## src/hdl/plt_pkg.sv

```systemverilog
// ----------------------------------------------------------------------------
// plt_pkg: shared types and codes for the pair link table
// Command and status codes, transaction payload structs, and the
// control and status bundles between the controller and the datapath.
// ----------------------------------------------------------------------------
package plt_pkg;

    localparam int ID_W          = 64;
    localparam int CMD_W         = 3;
    localparam int STATUS_W      = 2;
    localparam int COUNT_W       = 7;
    localparam int DEPTH_DEFAULT = 64;

    // Command codes.
    localparam logic [CMD_W-1:0] CMD_ADD       = 3'd0;
    localparam logic [CMD_W-1:0] CMD_RM_PAIR   = 3'd1;
    localparam logic [CMD_W-1:0] CMD_RM_FIRST  = 3'd2;
    localparam logic [CMD_W-1:0] CMD_RM_SECOND = 3'd3;
    localparam logic [CMD_W-1:0] CMD_DUMP      = 3'd4;

    // Status codes.
    localparam logic [STATUS_W-1:0] ST_OK   = 2'd0;
    localparam logic [STATUS_W-1:0] ST_HOLE = 2'd1;
    localparam logic [STATUS_W-1:0] ST_FULL = 2'd2;

    // Input transaction.
    typedef struct packed {
        logic [CMD_W-1:0] command;
        logic [ID_W-1:0]  first_id;
        logic [ID_W-1:0]  second_id;
        logic [ID_W-1:0]  now_time;
    } plt_in_t;

    // Result transaction.
    typedef struct packed {
        logic [STATUS_W-1:0] status;
        logic [COUNT_W-1:0]  removed_count;
        logic [ID_W-1:0]     entry_first;
        logic [ID_W-1:0]     entry_second;
        logic [ID_W-1:0]     entry_time;
        logic                entry_valid;
        logic [COUNT_W-1:0]  live_count;
        logic [ID_W-1:0]     modified_time;
        logic                last;
    } plt_out_t;

    // Controller to datapath commands.
    typedef struct packed {
        logic                load;
        logic                set_status;
        logic [STATUS_W-1:0] status_code;
        logic                add_direct;
        logic                add_pop;
        logic                add_write_pop;
        logic                scan_start;
        logic                emit_summary;
    } plt_ctl_t;

    // Datapath to controller status.
    typedef struct packed {
        logic [CMD_W-1:0] cmd;
        logic             hole_hit;
        logic             full;
        logic             free_nonempty;
        logic             table_empty;
        logic             any_live;
        logic             scan_done;
    } plt_sts_t;

endpackage

```

## src/hdl/plt_ctrl.sv

```systemverilog
// ----------------------------------------------------------------------------
// plt_ctrl: command sequencer for the pair link table
// Decodes each accepted command and steps the datapath through add,
// scan and summary phases.
// ----------------------------------------------------------------------------
module plt_ctrl (
    input  logic               clk,
    input  logic               rst_n,
    input  logic               start,
    input  plt_pkg::plt_sts_t  sts,
    output plt_pkg::plt_ctl_t  ctl,
    output logic               busy
);
    import plt_pkg::*;

    localparam logic [2:0] S_IDLE   = 3'd0;
    localparam logic [2:0] S_DECODE = 3'd1;
    localparam logic [2:0] S_ADD_WR = 3'd2;
    localparam logic [2:0] S_SCAN   = 3'd3;
    localparam logic [2:0] S_FINISH = 3'd4;

    logic [2:0] state_reg;
    logic [2:0] state_next;

    // State register.
    always_ff @(posedge clk or negedge rst_n)
    begin
        if (!rst_n)
        begin
            state_reg <= S_IDLE;
        end
        else
        begin
            state_reg <= state_next;
        end
    end

    // Next state and datapath commands.
    always_comb
    begin
        state_next = state_reg;
        ctl        = '0;
        unique case (state_reg)
            S_IDLE:
            begin
                if (start)
                begin
                    ctl.load   = 1'b1;
                    state_next = S_DECODE;
                end
            end
            S_DECODE:
            begin
                unique case (sts.cmd) inside
                    CMD_ADD:
                    begin
                        if (sts.hole_hit)
                        begin
                            ctl.set_status  = 1'b1;
                            ctl.status_code = ST_HOLE;
                            state_next      = S_FINISH;
                        end
                        else if (sts.full)
                        begin
                            ctl.set_status  = 1'b1;
                            ctl.status_code = ST_FULL;
                            state_next      = S_FINISH;
                        end
                        else if (sts.free_nonempty)
                        begin
                            ctl.add_pop = 1'b1;
                            state_next  = S_ADD_WR;
                        end
                        else
                        begin
                            ctl.add_direct = 1'b1;
                            state_next     = S_FINISH;
                        end
                    end
                    CMD_RM_PAIR, CMD_RM_FIRST, CMD_RM_SECOND:
                    begin
                        if (sts.hole_hit)
                        begin
                            ctl.set_status  = 1'b1;
                            ctl.status_code = ST_HOLE;
                            state_next      = S_FINISH;
                        end
                        else if (sts.table_empty)
                        begin
                            state_next = S_FINISH;
                        end
                        else
                        begin
                            ctl.scan_start = 1'b1;
                            state_next     = S_SCAN;
                        end
                    end
                    CMD_DUMP:
                    begin
                        if (sts.any_live)
                        begin
                            ctl.scan_start = 1'b1;
                            state_next     = S_SCAN;
                        end
                        else
                        begin
                            state_next = S_FINISH;
                        end
                    end
                    default:
                    begin
                        state_next = S_FINISH;
                    end
                endcase
            end
            S_ADD_WR:
            begin
                ctl.add_write_pop = 1'b1;
                state_next        = S_FINISH;
            end
            S_SCAN:
            begin
                // A dump delivers its own results during the scan.
                if (sts.scan_done)
                begin
                    state_next = (sts.cmd == CMD_DUMP) ? S_IDLE : S_FINISH;
                end
            end
            S_FINISH:
            begin
                ctl.emit_summary = 1'b1;
                state_next       = S_IDLE;
            end
            default:
            begin
                state_next = S_IDLE;
            end
        endcase
    end

    assign busy = (state_reg != S_IDLE);

endmodule

```

## config.mk

```make
export PLATFORM = sky130hd
export DESIGN_NAME = plt_ctrl
export DESIGN_NICKNAME = d
export VERILOG_FILES = /design/src/hdl/plt_pkg.sv /design/src/hdl/plt_ctrl.sv
export SDC_FILE = /design/constraint.sdc
export NUM_CORES = 1
export LEC_CHECK = 0
export BUFFER_PORTS_ARGS = -buffer_cell sky130_fd_sc_hd__buf_2
export CAP_MARGIN = 10
export CORE_AREA = 3 3 40 42
export CTS_BUF_LIST = sky130_fd_sc_hd__clkbuf_8
export DETAILED_ROUTE_END_ITERATION = 12
export DIE_AREA = 0 0 43 45
export HOLD_SLACK_MARGIN = 0.12
export PLACE_DENSITY_LB_ADDON = 0.1
export SLEW_MARGIN = 20
export SYNTH_ARGS = -nofsm -noshare
export SYNTH_HDL_FRONTEND = slang
export SYNTH_SLANG_ARGS = --single-unit
```

## constraint.sdc

```tcl
create_clock -name clk -period 3.6 [get_ports clk]
set_clock_uncertainty 0.2 [all_clocks]
set_input_delay 0.36 -clock clk [delete_from_list [all_inputs] [get_ports clk]]
set_output_delay 0.36 -clock clk [all_outputs]
set_load 0.03 [all_outputs]
```

==> flow_metrics.tcl <==
set metrics [dict create \
    grt.total_usage 0.0958 \
    irDropWorstVdd_v 0.000267 \
    numCtsBuffers 3 \
    io_buffers 21 \
    setup_tns_ps 0 \
    crit_chain "or3b_1 > or4_4 > nor4_2 > buf_2" \
    largest_reg_flops 3 \
    syn_inst 38 \
    worstPathRequired_ps 3040 \
    grt_pass1_vias 340 \
    yosysMostFrequentCell "nor2_1" \
    drive_above_1_share 0.453 \
    ys.flop_type "dfrtp_1" \
    initialDrtViolationCount 9 \
    vias 364 \
    async_flop_share 1.00 \
    switchingPower_uw 142 \
    path_buf_inv 1 \
    p_total_uw 325 \
    finalHoldViolCount 0 \
    area_growth_syn_to_layout_pct 58.4 \
    crit_path_start_kind "flip-flop" \
    mappedNetlistNets 50 \
    grt_use_met2 0.132 \
    crit_family "simple AND/OR/NAND/NOR gates" \
    drt-total-wl_um 812 \
    synth_top_area_cell "dfrtp_1" \
    netlist_area_um2 307 \
    die_area_um2 1940 \
    initial_core_util 0.239 \
    yosysTopAreaCellShare 0.245 \
    met1_usage 0.128 \
    crit_type "flip-flop to primary output" \
    htreeDepth 1 \
    netlist_top_cells_area "dfrtp_1 24%, nor4_2 8.2%, nor2_1 7.3%" \
    cts_tree "built" \
    leakage_nw 0.261 \
    yosys_warnings 0 \
    synth.distinct_cells 21 \
    maxCapViolCount 0 \
    arrival_ps 1900 \
    fp.dieW_um 43 \
    slowest_stage "or4_4" \
    tightest_slew_ps 358 \
    power_frac_seq 0.215 \
    grt_pass1_wl_mm 1.41 \
    endpoint_kind "primary output" \
    drt-pass1-iter-count 4 \
    slowest_delay_ps 470 \
    grt_max_degree 9 \
    fmax_mhz 407 \
    clk_path_buf_depth 2 \
    combPwrFrac 0.501 \
    grt-busiest-layer "met2" \
    period_share 0.682 \
    grt_setup_unrepaired "false" \
    grt.met3_usage 0.0359 \
    post_drt_wl_per_cell_um 10.3 \
    place.gp.congestion 0.718 \
    dp_hpwl_um 678 \
    switching_share 0.439 \
    viasPerCell 4.61 \
    report.final.slew_viol_count 0 \
    antenna_found_initial 0 \
    hold_path.class "input pin to flip-flop" \
    nets 77 \
    io_pins 22 \
    finalCriticalPeriod_ps 2460 \
    power.density_nw_per_um2 669 \
    outcome "finished clean" \
    ys_ff_latch 3 \
    p_clk_frac 0.284 \
    syn_avg_cell_area_um2 8.07 \
    drc_errors 0 \
    cts_root_buffer "clkbuf_8" \
    cts.clk_slew.worst_paths_ps 30 \
    ctsResizeCount 0 \
    p_int_uw 182 \
    fp.coreArea_um2 1280 \
    antenna_left 0 \
    antenna_cells 0 \
    synth_edf_count 0 \
    rows 13 \
    ys_top_cells_by_count "6 x nor2_1, 3 x dfrtp_1, 3 x nand2b_1" \
    overflow 0 \
    die_h_um 45 \
    worstSkewPairLatency_ps 210 \
    ys_seq_area_frac 0.245 \
    slew_headroom 0.759 \
    cp_max_fo 8 \
    finalSetupViolations 0 \
    clkSinkCount 3 \
]
## worst min-delay path: cells and delay by family
kind / cells / cell delay [ps]
buffers and inverters: 1 / 110
AOI/OAI and AO/OA: 1 / 50
and+or+nand+nor: 1 / 90
## through the flow
| stage | hold WS, ps | setup WS [ps] | area [um2] | instances | util |
|---|---|---|---|---|---|
| after CTS | 242 | 1140 | 485 | 79 | 0.378 |
| after floorplan | -136 | 1010 | 307 | 38 | - |
| after global routing | 271 | 1040 | 485 | 79 | 0.378 |
| after global placement | -43.0 | 1340 | 430 | 74 | 0.335 |
| final | 245 | 1140 | 485 | 79 | 0.378 |
| after detailed placement | -42.4 | 1340 | 430 | 74 | 0.335 |
## cell type report
type,instances,area (um2)
clock buffers,3,41.3
inverters,2,7.51
well taps,15,18.8
flip-flops and latches,3,75.1
repair buffers,22,115
fillers,143,800
multi-input cells,33,224
clock inverters,1,3.75
## power groups by stage
stage,Combinational [mW],Sequential (mW),Clock (mW)
final,0.163,0.0698,0.0921
after global routing,0.181,0.0729,0.0979
after CTS,0.165,0.0697,0.0948
after detailed placement,0.164,0.0702,0
after global placement,0.165,0.0713,0
after floorplan,0.122,0.0645,0
## timing repair
item | 4_1_cts | 5_1_grt
buffers inserted | 0 | 0
hold buffers | 1 | 0
endpoints found under the hold margin | 3 | 0
## cell families after synthesis
logic type,share of synthesized area
DFF,0.245
AOI/OAI and AO/OA,0.171
and+or+nand+nor,0.559
buffers and inverters,0.0245
## placed cells by master (no fill, tap or decap)
master          n
nor2_4          1
dlygate4sd3_1   1
a21o_1          1
a31oi_1         2
nand2b_1        3
or3b_1          1
nand3b_1        1
a211oi_1        2
o21bai_1        1
nor4_2          2
nor2b_1         2
nor3b_1         2
buf_2          21
or4_4           1
or3b_2          1
a2111oi_1       1
nor3_1          2
nand2_1         2
nor2_1          6
or3_1           1
dfrtp_1         3
clkbuf_8        3
inv_1           3
and3_1          1
## worst paths after layout
check                             startpoint      endpoint  slack (ps)  cells past startpoint
worst min-delay path                   start  state_reg[0]         250                      3
worst max register to register  state_reg[0]  state_reg[2]        1740                      4
worst max-delay path            state_reg[0]        ctl[4]        1140                      4
max in group asynchronous              rst_n  state_reg[0]        2820                      2
min in group asynchronous              rst_n  state_reg[2]         270                      2
worst min register to register  state_reg[2]  state_reg[2]         360                      1
## routing by layer
layer	vias to the layer above	share of wire
li1	194	-
met3	0	0.080
met2	14	0.43
met1	156	0.49
met5	-	0
met4	0	0
(Power assumes the default switching activity.)
